File: src/rtl/dpf_pkg.sv
// Shared types and constants for the dedup packet FIFO with window count.
// No dependencies; imported by dpf_cell, dpf_tally and the core.
`timescale 1ns / 1ps

package dpf_pkg;

   localparam int DEPTH  = 64;
   localparam int IDX_W  = $clog2(DEPTH);
   localparam int OCC_W  = $clog2(DEPTH + 1);
   localparam int CAP_W  = 7;
   localparam int CNT_W  = 7;
   localparam int CMP_W  = (OCC_W > CAP_W) ? OCC_W : CAP_W;

   localparam logic [CAP_W-1:0] CAP_RESET = 7'd64;

   // count tally: hit bits are summed in groups, groups are summed a few lanes per step
   localparam int GROUP  = 8;
   localparam int GRP_W  = $clog2(GROUP + 1);
   localparam int NGRP   = (DEPTH + GROUP - 1) / GROUP;
   localparam int LANES  = 8;
   localparam int NSTEP  = (NGRP + LANES - 1) / LANES;
   localparam int NSLOT  = NSTEP * LANES;
   localparam int STEP_W = (NSTEP > 1) ? $clog2(NSTEP) : 1;

   typedef logic [1:0] req_code_type;

   localparam req_code_type REQ_ADD   = 2'd0;
   localparam req_code_type REQ_FWD   = 2'd1;
   localparam req_code_type REQ_COUNT = 2'd2;
   localparam req_code_type REQ_NONE  = 2'd3;

   typedef struct packed {
      logic [15:0] source;
      logic [15:0] destination;
      logic [31:0] timestamp;
   } entry_type;

   typedef struct packed {
      entry_type   pkt;
      logic [31:0] window_start;
      logic [31:0] window_end;
   } key_type;

   typedef struct packed {
      logic load;
      logic shift;
      logic count_mode;
   } cell_ctrl_type;

endpackage

File: src/rtl/dpf_tally.sv
// Match counter: popcounts the cells' hit bits per group, then sums the group
// counts a row of lanes per step while the group row shifts down. Uses dpf_pkg.
`timescale 1ns / 1ps

module dpf_tally (
   input  logic                      clock,
   input  logic                      start,
   input  logic                      step,
   input  logic [dpf_pkg::DEPTH-1:0] hits,
   output logic [dpf_pkg::CNT_W-1:0] total
);
   import dpf_pkg::*;

   logic [NSLOT*GROUP-1:0] hits_pad;
   logic [GRP_W-1:0]       grp_pop [NSLOT];
   logic [GRP_W-1:0]       grp_ff  [NSLOT];
   logic [GRP_W-1:0]       grp_in  [NSLOT];
   logic [CNT_W-1:0]       acc_ff, acc_in;
   logic [CNT_W-1:0]       lane_sum;

   always_comb begin
      hits_pad = (NSLOT*GROUP)'(hits);
      for (int g = 0; g < NSLOT; g++) begin
         grp_pop[g] = '0;
         for (int k = 0; k < GROUP; k++) begin
            grp_pop[g] = grp_pop[g] + GRP_W'(hits_pad[g*GROUP + k]);
         end
      end

      lane_sum = '0;
      for (int k = 0; k < LANES; k++) begin
         lane_sum = lane_sum + CNT_W'(grp_ff[k]);
      end

      // advance the group row by one step of lanes
      for (int j = 0; j < NSLOT - LANES; j++) begin
         grp_in[j] = step ? grp_ff[j + LANES] : grp_ff[j];
      end
      for (int j = NSLOT - LANES; j < NSLOT; j++) begin
         grp_in[j] = step ? '0 : grp_ff[j];
      end
      acc_in = step ? acc_ff + lane_sum : acc_ff;

      if (start) begin
         for (int j = 0; j < NSLOT; j++) begin
            grp_in[j] = grp_pop[j];
         end
         acc_in = '0;
      end
   end

   always_ff @(posedge clock) begin
      grp_ff <= grp_in;
      acc_ff <= acc_in;
   end

   assign total = acc_ff;

endmodule

File: config.mk
export PLATFORM = sky130hd
export DESIGN_NAME = dpf_tally
export DESIGN_NICKNAME = d
export VERILOG_FILES = /design/src/rtl/dpf_pkg.sv /design/src/rtl/dpf_tally.sv
export SDC_FILE = /design/constraint.sdc
export NUM_CORES = 1
export LEC_CHECK = 0
export ABC_AREA = 1
export BUFFER_PORTS_ARGS = -buffer_cell sky130_fd_sc_hd__buf_2
export CAP_MARGIN = 10
export CORE_MARGIN = 8
export CORE_UTILIZATION = 51
export DETAILED_ROUTE_END_ITERATION = 12
export PLACE_DENSITY = 0.78
export SLEW_MARGIN = 20
export SYNTH_ARGS = -nofsm -noshare
export SYNTH_HDL_FRONTEND = slang
export SYNTH_SLANG_ARGS = --single-unit
File: constraint.sdc
create_clock -name clock -period 3.79 [get_ports clock]
set_input_delay 0.758 -clock clock [delete_from_list [all_inputs] [get_ports clock]]
set_output_delay 0.758 -clock clock [all_outputs]
set_load 0.02 [all_outputs]
**After elaboration in Yosys (flattened, before gate mapping)**

Index checks and enable logic that the tools add are counted.

- Add/subtract/negate cells: 64
- Multiplexer cells: 2
- Reductions and logical operators: 1

Operators with widths:

| cell | count |
|---|---|
| $add A4 B1 Y4 | 32 |
| $add A3 B1 Y4 | 8 |
| $mux W32 | 1 |
| $add A7 B4 Y7 | 4 |
| $add A2 B1 Y3 | 8 |
| $add A1 B1 Y2 | 8 |
| $add A6 B4 Y7 | 1 |
| $add A7 B7 Y7 | 1 |
| $add A5 B4 Y6 | 1 |
| $add A4 B4 Y5 | 1 |
| $mux W4 | 1 |
| $reduce_bool A2 Y1 | 1 |

- Output and inout port bits: 7
- Bits in registers: 39
- Input port bits: 67
- Logic and storage cells: 76

**Logic depth before layout (Yosys ltp)**

- Depth after elaboration: 8
- Mapped depth: 18

**Worst setup path after synthesis**

No wires, ideal clock.

- Path type: register to register
- Start: reg acc_ff[3], in the netlist total[3]
- End: reg acc_ff[6], in the netlist total[6]
- Arrival time: 3.598 ns
- Stages on the path, launching flop included: 18
- Slack: 0.083 ns
- Buffers on the path: 0
- Data required time: 3.681 ns
- Cell sequence: dfxtp_1 -> inv_1 -> fa_1 -> inv_1 -> fa_1 -> fa_1 -> inv_1 -> fa_1 -> inv_1 -> fa_1 -> inv_2 -> nor2_1 -> nor2_1 -> inv_1 -> nand2_1 -> nand3_1 -> nand2_1 -> inv_1

- Longest elaborated chain between the ends: 1

RTL lines:

| what | line | RTL |
|---|---|---|
| start: declaration | dpf_tally.sv:18 | `logic [CNT_W-1:0] acc_ff, acc_in;` |
| start signal: assignment | dpf_tally.sv:54 | `acc_ff <= acc_in;` |
| $add A7 B7 Y7 | dpf_tally.sv:42 | `acc_in = step ? acc_ff + lane_sum : acc_ff;` |

Every way passes these cells.
A chain may end at the register's enable or synchronous reset.

**Worst setup path in the final report**

- Start: reg grp_ff[26] in the netlist's numbering
- End: reg acc_ff[6], in the netlist total[6]

- Longest elaborated chain between the ends: 8

RTL lines:

| what | line | RTL |
|---|---|---|
| start: declaration | dpf_tally.sv:16 | `logic [GRP_W-1:0] grp_ff [NSLOT];` |
| start signal: assignment | dpf_tally.sv:53 | `grp_ff <= grp_in;` |
| $add A4 B4 Y5 | dpf_tally.sv:32 | `lane_sum = lane_sum + CNT_W'(grp_ff[k]);` |
| $add A5 B4 Y6 | dpf_tally.sv:32 |  |
| $add A6 B4 Y7 | dpf_tally.sv:32 |  |
| $add A7 B4 Y7 (4 in a row) | dpf_tally.sv:32 |  |
| $add A7 B7 Y7 | dpf_tally.sv:42 |  |

Every way passes these cells.

==> metrics <==
Core Area=0.00714 sq mm; type of origin of the critical path=flop; Switching Fraction=0.467; syn nets=529; Worst-Margin Slew=0.349 ns; Clock Latency Late Sink=0.29 ns; cts bufs inserted=5; worst r2r src=grp_ff[26]$_SDFFCE_PN0P_; Metal-1 WL=2770 microns; io pins=74; first-pass GRT wire length=11900 microns; via count=2486; IO buf count=73; slowest CP cell=fa_1; part of the power in combinational logic=0.716; die width=101 microns; Initial Util=0.517; crit-path max FO=3; Syn-to-layout area delta=16.0%; hold path start=total[0]$_SDFFE_PP0P_; clk root buf=clkbuf_8; r2r endpoint=total[6]$_SDFFE_PP0P_; CP Buf/Inv Count=5; via count of the first global-routing pass=2896; number of enable flip-flop cells after synthesis=32; initial antenna violation count=0; Post-Route Utilization=0.600; Max VDD drop=0.000462 V; top-count cell post-synth=inv_1; grt total ovfl=0; status=finished, final reports clean; pwr dens=806 mW/mm^2; Top cell by count, worst path=fa_1; antenna cells=0; worst min path class=flop to flop; average wire per standard cell=12.4 microns; H-tree levels=2; routed wl met3=277 microns; GP Congestion=0.816; Final period util=0.968; # clock sinks=39; top post-synthesis cells by area=fa_1 32%, edfxtp_1 26%, inv_1 13%; crit path time final=3.67 ns; routed vias/inst=4.55; Worst-path clk slew=0.08 ns; critical path class=flop to flop; Fin. Hold Viols=0; largest net degree at the start of global routing=28; Setup Skew=0.00827 ns; Final ANT Viol Nets=0; layout cells sized above 1=0.224; # rows=31; crit-path leading delay family=adder cells; final setup vio count=0; Clk pwr share=0.098; met2 wire len=3560 microns; Post-DP HPWL=5830 microns; flop-to-flop setup slack=0.12 ns; Setup Buffers After CTS=0; Psw=1610 uW; Fmax achieved=273 MHz; Crit. End Element=flop; Hold Path Sink=total[0]$_SDFFE_PP0P_; Worst path max stage delay=0.57 ns; WHS Path Cells=2; area of the mapped netlist=0.00369 sq mm; Slew Viols, Final=0; Final #Nets=606; drt drc=0; GR Util All Layers=0.147; total die area=0.0102 sq mm; CP required=3.98 ns; synthesized area per cell=10.0 sq um; final wirelength=6760 microns; initial drt markers=62; top post-synthesis cells by count=125 x inv_1, 59 x fa_1, 39 x nand2_1; Synth Warn #=0; drt pass-1 iters=4; P_leak=0.00235 uW; RSZ-0062 raised after global routing=yes; Flop pwr share=0.186; register bit total from synthesis=39; CTS tree=built; internal power=1840 uW; Die H=101 microns; Rel. slew slack=0.767; register area share after synthesis=0.298; Critical Path AT=3.86 ns; number of max-cap violations=0; path depth of the worst reg2reg path=16; cells along the critical path=fa_1 > fa_1 > inv_2 > fa_1 > fa_1 > inv_1 > ha_2 > fa_2 > inv_2 > nor2_1 > nor2_1 > inv_1 > nand2_1 > nand3_2 > nand2_1 > inv_1; area share of the largest cell type after synthesis=0.320; Synth cell types=18; area leader, netlist=fa_1; clock tree buffer depth=2; ys async rst share=0; Top Layer Used=met4; Critical Path Source=grp_ff[26]$_SDFFCE_PN0P_; synthesized instance count=369; most used flip-flop cell after synthesis=edfxtp_1; Setup TNS=0 ns
worst reg2reg max path: cells and delay by family, from the launching register on:
kind          cells  cell delay [ns]
fa+ha+maj         6             2.59
buf+inv           5             0.24
flops             1             0.40
simple gates      5             0.34
worst max path at each step:
stage               slack [ns]  cells after the start               endpoint
floorplan                 0.08                     17  total[6]$_SDFFE_PP0P_
global placement          0.11                     16  total[6]$_SDFFE_PP0P_
detailed placement        0.05                     16  total[6]$_SDFFE_PP0P_
CTS                       0.02                     16  total[6]$_SDFFE_PP0P_
global route             -0.09                     16  total[6]$_SDFFE_PP0P_
finish                    0.12                     16  total[6]$_SDFFE_PP0P_
sequential cells by signal (all words and copies together), names as in the netlist:
signal / cells
grp_ff: 32
total: 7
final cells by class:
class                   count  area (sq um)
flip-flops and latches     39          1100
fillers                   620          2860
multi-input cells         188          2050
clock buffers               5          68.8
well taps                  99           124
repair buffers             75           380
inverters                 137           514
clock inverters             3          38.8
cells in the final DEF (no fill, tap or decap), types with 6 or more instances in the layout:
master	synthesis	layout
nand3_1	7	6
fa_1	59	58
buf_2	2	73
inv_1	125	124
xnor2_1	6	6
ha_1	34	33
edfxtp_1	32	32
dfxtp_1	7	6
a21oi_1	12	12
inv_2	12	13
nor2_1	22	22
nand2_1	39	39
metal layers:
metal | up-vias | track usage
met2 | 55 | 0.260
met1 | 1205 | 0.168
met4 | 0 | 0.0527
li1 | 1214 | -
met3 | 12 | 0.0345
met5 | - | 0
power by group through the flow:
stage	combinational, uW	clock [uW]	sequential (uW)
2_1_floorplan	1840	0	670
6_report	2470	338	641
3_3_place_gp	2270	0	645
4_1_cts	2440	345	642
5_1_grt	2950	360	653
3_5_place_dp	2410	0	651
stage by stage:
step / instances / hold slack [ns] / power (uW) / worst slack (ns) / cell area, sq um
after floorplan: 369 / 0.569 / 2510 / 0.0828 / 3690
after global placement: 538 / 0.487 / 2920 / 0.113 / 4160
after detailed placement: 538 / 0.497 / 3060 / 0.0466 / 4160
after CTS: 546 / 0.510 / 3430 / 0.0196 / 4270
after global routing: 546 / 0.543 / 3960 / -0.0897 / 4280
final: 546 / 0.507 / 3450 / 0.123 / 4280
logic make-up after synthesis:
| logic type | count (synthesis) | synth area share |
|---|---|---|
| buf+inv | 142 | 0.148 |
| fa+ha+maj | 93 | 0.435 |
| simple gates | 69 | 0.0732 |
| flops | 39 | 0.298 |
| compound gates | 18 | 0.0258 |
| xor+xnor | 8 | 0.0190 |
repair_timing:
action	4_1_cts	5_1_grt
gates resized for setup	0	5
hold buffers	0	0
setup endpoints to repair	0	1
hold endpoints to repair	0	0
No activity file was read; power rests on OpenSTA's default activity.
