==> config.mk <==
export PLATFORM = sky130hd
export DESIGN_NAME = dpf_cell
export DESIGN_NICKNAME = d
export VERILOG_FILES = /design/src/rtl/dpf_pkg.sv /design/src/rtl/dpf_cell.sv
export SDC_FILE = /design/constraint.sdc
export NUM_CORES = 1
export LEC_CHECK = 0
export BUFFER_PORTS_ARGS = -buffer_cell sky130_fd_sc_hd__buf_2
export CORE_MARGIN = 3
export CORE_UTILIZATION = 42
export DETAILED_ROUTE_END_ITERATION = 8
export PLACE_DENSITY = 0.78
export SETUP_SLACK_MARGIN = 0.2
export SLEW_MARGIN = 20
export SYNTH_ARGS = -nofsm -noshare
export SYNTH_HDL_FRONTEND = slang
export SYNTH_SLANG_ARGS = --single-unit
==> constraint.sdc <==
create_clock -name clock -period 2.5 [get_ports clock]
set_input_delay 0.5 -clock clock [delete_from_list [all_inputs] [get_ports clock]]
set_output_delay 0.5 -clock clock [all_outputs]
set_load 0.02 [all_outputs]
==> src/rtl/dpf_pkg.sv <==
// Shared types and constants for the dedup packet FIFO with window count.
// No dependencies; imported by dpf_cell, dpf_tally and the core.
`timescale 1ns / 1ps

package dpf_pkg;

   localparam int DEPTH  = 64;
   localparam int IDX_W  = $clog2(DEPTH);
   localparam int OCC_W  = $clog2(DEPTH + 1);
   localparam int CAP_W  = 7;
   localparam int CNT_W  = 7;
   localparam int CMP_W  = (OCC_W > CAP_W) ? OCC_W : CAP_W;

   localparam logic [CAP_W-1:0] CAP_RESET = 7'd64;

   // count tally: hit bits are summed in groups, groups are summed a few lanes per step
   localparam int GROUP  = 8;
   localparam int GRP_W  = $clog2(GROUP + 1);
   localparam int NGRP   = (DEPTH + GROUP - 1) / GROUP;
   localparam int LANES  = 8;
   localparam int NSTEP  = (NGRP + LANES - 1) / LANES;
   localparam int NSLOT  = NSTEP * LANES;
   localparam int STEP_W = (NSTEP > 1) ? $clog2(NSTEP) : 1;

   typedef logic [1:0] req_code_type;

   localparam req_code_type REQ_ADD   = 2'd0;
   localparam req_code_type REQ_FWD   = 2'd1;
   localparam req_code_type REQ_COUNT = 2'd2;
   localparam req_code_type REQ_NONE  = 2'd3;

   typedef struct packed {
      logic [15:0] source;
      logic [15:0] destination;
      logic [31:0] timestamp;
   } entry_type;

   typedef struct packed {
      entry_type   pkt;
      logic [31:0] window_start;
      logic [31:0] window_end;
   } key_type;

   typedef struct packed {
      logic load;
      logic shift;
      logic count_mode;
   } cell_ctrl_type;

endpackage

==> src/rtl/dpf_cell.sv <==
// One FIFO slot: holds a packet and its valid bit, shifts toward the head, and
// registers a duplicate or window match against the broadcast key. Uses dpf_pkg.
`timescale 1ns / 1ps

module dpf_cell (
   input  logic                  clock,
   input  logic                  reset,
   input  dpf_pkg::cell_ctrl_type ctrl,
   input  dpf_pkg::key_type      key,
   input  logic                  next_valid,
   input  dpf_pkg::entry_type    next_entry,
   output logic                  valid,
   output dpf_pkg::entry_type    entry,
   output logic                  hit
);
   import dpf_pkg::*;

   logic      valid_ff, valid_in;
   entry_type entry_ff, entry_in;
   logic      hit_ff, hit_in;
   logic      dup_match;
   logic      win_match;

   always_comb begin
      dup_match = (entry_ff == key.pkt);
      win_match = (entry_ff.destination == key.pkt.destination) &&
                  (entry_ff.timestamp >= key.window_start) &&
                  (entry_ff.timestamp <= key.window_end);
      hit_in    = valid_ff && (ctrl.count_mode ? win_match : dup_match);

      valid_in = valid_ff;
      entry_in = entry_ff;
      if (ctrl.load) begin
         valid_in = 1'b1;
         entry_in = key.pkt;
      end else if (ctrl.shift) begin
         valid_in = next_valid;
         entry_in = next_entry;
      end
   end

   always_ff @(posedge clock) begin
      if (reset) begin
         valid_ff <= 1'b0;
         hit_ff   <= 1'b0;
      end else begin
         valid_ff <= valid_in;
         hit_ff   <= hit_in;
      end
   end

   always_ff @(posedge clock) begin
      entry_ff <= entry_in;
   end

   assign valid = valid_ff;
   assign entry = entry_ff;
   assign hit   = hit_ff;

endmodule

# Word level (Yosys, flattened, before mapping)

Cells that the tools add are included.
Widths: inputs -> output; s select.

Register bits after elaboration: 66
Bits of input ports: 198

$lt $le $gt $ge: 2
Eq/ne operators: 2
Mux-type cells: 5
Reduce and logical (&&, ||, !) cells: 4

Operators by type and width:

| kind              | count |
|---|---|
| $mux 64           | 2 |
| $eq 64x64->1      | 1 |
| $ge 32x32->1      | 1 |
| $le 32x32->1      | 1 |
| $eq 16x16->1      | 1 |
| $logic_and 1x1->1 | 3 |
| $mux 1            | 3 |
| $reduce_bool 2->1 | 1 |

# Longest topological paths before layout

Word-level depth: 5
Depth in mapped cells: 8

# Worst setup path before layout

Ideal clock, no wire load.

Kind: input to register
From: in ctrl[2] (netlist bit)
To: reg entry_ff, in the netlist entry[0] (enable)
Setup time: 0.394 ns
Arrival: 2.052 ns
Path slack: 0.054 ns
Stages: 3
Path through: clkbuf_1 clkbuf_1 or2_2

Word-level cells in the longest chain between the ends: 1

RTL lines:

| element                            | line           | text |
|---|---|---|
| from (decl)                        | dpf_cell.sv:8  | `input dpf_pkg::cell_ctrl_type ctrl,` |
| $reduce_bool 2->1 (no source line) | -              |  |
| to (signal assigned)               | dpf_cell.sv:53 | `entry_ff <= entry_in;` |
| to (decl)                          | dpf_cell.sv:19 | `entry_type entry_ff, entry_in;` |

No other way between the ends.
A chain may end at the register's enable or synchronous reset.

# Worst setup path in the final report

From: reg entry_ff, in the netlist entry[1]
To: reg hit_ff (netlist: hit)

Word-level cells in the longest chain between the ends: 5

RTL lines:

| element              | line           | text |
|---|---|---|
| $ge 32x32->1         | dpf_cell.sv:27 | `(entry_ff.timestamp >= key.window_start) &&` |
| $logic_and 1x1->1    | dpf_cell.sv:26 | `win_match = (entry_ff.destination == key.pkt.destination) &&` |
| $logic_and 1x1->1    | dpf_cell.sv:27 |  |
| $mux 1 *             | dpf_cell.sv:29 | `hit_in = valid_ff && (ctrl.count_mode ? win_match : dup_match);` |
| $logic_and 1x1->1 *  | dpf_cell.sv:29 |  |
| to (signal assigned) | dpf_cell.sv:48 | `hit_ff <= hit_in;` |
| to (decl)            | dpf_cell.sv:20 | `logic hit_ff, hit_in;` |

Mark *: on every way between the ends. The rest lies on a longest branch, timed or not.

==> impl_metrics.tcl <==
set metrics [dict create \
    outcome "complete, no violations" \
    die-area_sq_um 13720 \
    die_w_um 117.1 \
    nNetsFinal 1008 \
    final_antenna_net_count 0 \
    initial_utilization_pct 44.10 \
    tns_ps 0 \
    ys_types 46 \
    crit_chain "ha_1 > nor2b_1 > o211ai_1 > a21boi_1 > nor4_1 > o211ai_1 > a221oi_2" \
    path_buf_inv 0 \
    start_kind "flop" \
    worstHoldStart "reset" \
    drive_above_1_share_pct 48.20 \
    synthesis.area_sq_um 5186 \
    required_ps 2740 \
    tightest_slew_ps 513.2 \
    numCtsBuffers 9 \
    fill_cells 1017 \
    synth_edf_count 64 \
    synth_ff_type "edfxtp_1" \
    powerDensity_nw_per_um2 539.1 \
    die_h_um 117.1 \
    clk_latency_ps 330 \
    cts_tree "done" \
    criticalPathCategory "flop to flop" \
    reg2reg_depth 7 \
    grt_pass1_vias 4836 \
    skew_ps 6.760 \
    route.detailed.drc 0 \
    core_area_sq_um 11760 \
    design_area_sq_um 7012 \
    vias 4639 \
    async_flop_share_pct 0 \
    vias_per_cell 5.070 \
    avgSynthCellArea_sq_um 10.99 \
    setup.worst_path.end_class "flop" \
    hold_path_depth 2 \
    cp_slowest_cell "edfxtp_1" \
    ctsHoldBuffers 0 \
    synth.yosys.seq_area_share_pct 37.83 \
    setup_viol 0 \
    ys_ff_latch 66 \
    first_iter_violations 138 \
    cp_common_cell "o211ai_1" \
    fin_ws_ps 401.1 \
    antenna_found_initial 0 \
    final-hold-violation-count 0 \
    met1_usage_pct 26.35 \
    dp_hpwl_um 14290 \
    port_buffers 263 \
    cts_root_buf "clkbuf_16" \
    grt_pass1_wl_um 24070 \
    rr_startpoint "entry[1]" \
    cap_violations 0 \
    busiest_layer "met2" \
    grt_max_degree 31 \
    max_slew_margin_pct 65.78 \
    crit_family "compound AO/OA/AOI/OAI gates" \
    hold_class "input port to flop" \
    period_share_pct 83.96 \
    num_rows 39 \
    dpl_cell_area_sq_um 6749 \
    timing.rr.end "hit" \
    ir_drop_uv 368.6 \
    rsz0062_at_grt "no" \
    maxSlewViolCount 0 \
    clkTransAtPathRegs_ps 60 \
    cts_resized 0 \
    max_freq_ghz 0.4764 \
    io_pins 264 \
    worstPathMaxFanout 5 \
    area_delta_synth_final_pct 35.20 \
    postCtsSetupBuffers 0 \
    slowest_delay_ps 500 \
    max-clock-path-buffers 2 \
    rrSetupSlack_ps 400 \
    num_antenna_cells 0 \
    gp_congestion 0.8635 \
    use_met3_pct 6.992 \
    hold-path-endpoint "valid" \
    route.detailed.wl_per_inst_um 18.39 \
    grt-ovfl-total 0 \
    cts_num_sinks 66 \
    gr-usage-all-layers_pct 23.54 \
    netlist_instances 472 \
    met2_usage_pct 42.89 \
    fin_util_pct 59.62 \
    cp.arrival_ps 2340 \
    yosysWarnings 0 \
    total_power_mw 3.780 \
    dp_slack_ps 299.5 \
    final.min_clock_period_ps 2099 \
    routed_wl_um 16820 \
    power_leakage_nw 3.475 \
    htreeDepth 3 \
    drtPass1Iterations 4 \
    synth_nets 734 \
]
[power breakdown]
group          internal (mW)  switching [mW]  leakage, nW  total (mW)
clock                  0.663           0.472        0.127        1.13
combinational          0.519           0.632         2.68        1.15
sequential              1.36           0.133        0.669        1.49
[synthesized netlist by cell type (2+ instances only)]
| cell | instances | share of area [%] |
|---|---|---|
| a21boi_0 | 2 | 0.29 |
| xnor2_1 | 23 | 3.9 |
| nor2b_1 | 8 | 0.97 |
| nand2b_1 | 4 | 0.48 |
| mux2_2 | 64 | 14 |
| ha_1 | 64 | 15 |
| nor4_4 | 2 | 0.82 |
| a21oi_1 | 25 | 2.4 |
| o22ai_1 | 4 | 0.48 |
| nor2_1 | 6 | 0.43 |
| o21ai_1 | 4 | 0.39 |
| or2_2 | 2 | 0.24 |
| and4_1 | 3 | 0.51 |
| dfxtp_1 | 2 | 0.77 |
| xor2_1 | 28 | 4.7 |
| a221oi_1 | 4 | 0.68 |
| or4_4 | 2 | 0.43 |
| clkbuf_1 | 7 | 0.51 |
| nand4_1 | 10 | 1.2 |
| nand4_2 | 3 | 0.72 |
| nor4_1 | 8 | 0.97 |
| a211oi_1 | 3 | 0.43 |
| o21ai_0 | 5 | 0.48 |
| inv_1 | 76 | 5.5 |
| o211ai_1 | 2 | 0.29 |
| edfxtp_1 | 64 | 37 |
| nand3_1 | 9 | 0.87 |
| nand2_1 | 17 | 1.2 |
| nor3_1 | 2 | 0.19 |
| a21o_1 | 3 | 0.43 |
[stage by stage]
stage,hold slack [ps],instances
6_report,373.2,915
3_5_place_dp,674.4,899
4_1_cts,358.9,915
5_1_grt,363.9,915
3_3_place_gp,658.7,899
2_1_floorplan,572.4,472
[cells in the final DEF (no fill, tap or decap), drive strengths merged, types with 5 or more instances in the layout]
| cell type | netlist | routed |
|---|---|---|
| nand4 | 14 | 14 |
| xor2 | 28 | 28 |
| clkbuf | 7 | 10 |
| edfxtp | 64 | 64 |
| mux2 | 64 | 64 |
| nor2 | 6 | 6 |
| buf | 0 | 270 |
| o21ai | 9 | 9 |
| nor2b | 8 | 8 |
| clkinv | 0 | 5 |
| xnor2 | 23 | 23 |
| nor4 | 10 | 10 |
| nand3 | 9 | 9 |
| ha | 64 | 64 |
| a221oi | 5 | 5 |
| nand2 | 18 | 18 |
| inv | 76 | 76 |
| a21oi | 25 | 25 |
[worst max path at each step]
stage / cells after the start / end / from / slack, ps
after floorplan: 3 / entry[0] / ctrl[2] / 360
after global placement: 8 / hit / key[32] / 370
after detailed placement: 8 / hit / key[32] / 300
after CTS: 7 / hit / entry[25] / 390
after global routing: 7 / hit / entry[29] / 240
final: 7 / hit / entry[1] / 400
[worst reg2reg max path: cells and delay by family, from the launching register on]
family / cells / cell delay, ps
AO/OA/AOI/OAI: 4 / 650
flip-flops: 1 / 500
adder cells (fa/ha/maj): 1 / 330
AND/OR/NAND/NOR: 2 / 540
[routing by layer]
metal / share of wire [%] / vias to the layer above
met5: 0 / -
met2: 52 / 178
met3: 7.2 / 24
li1: - / 2261
met1: 39 / 2176
met4: 2.1 / 0
[sequential cells by signal, indices dropped and copies added (netlist names)]
register  cells
valid         1
entry        64
hit           1
[cells by family (layout without fill, tap and decap cells)]
group	count (synthesis)	in the layout	share of synthesized area (%)
AOI/OAI and AO/OA	63	63	8.058
xor gates and xnor gates	51	51	8.613
adders and majority gates	64	64	15.44
buffers and inverters	83	362	6.007
DFF	66	66	37.83
muxes	64	64	13.90
and+or+nand+nor	81	81	10.16
[layout make-up]
class / instances / area, sq um / share of cell area, %
sequential: 66 / 1962 / 27.98
timing repair buffer: 270 / 1381 / 19.70
multi-input combinational: 323 / 2915 / 41.58
tap: 164 / 205.2 / 2.926
clock buffer: 10 / 229.0 / 3.266
inverter: 76 / 285.3 / 4.069
clock inverter: 6 / 33.78 / 0.4818
(Power assumes the default switching activity.)
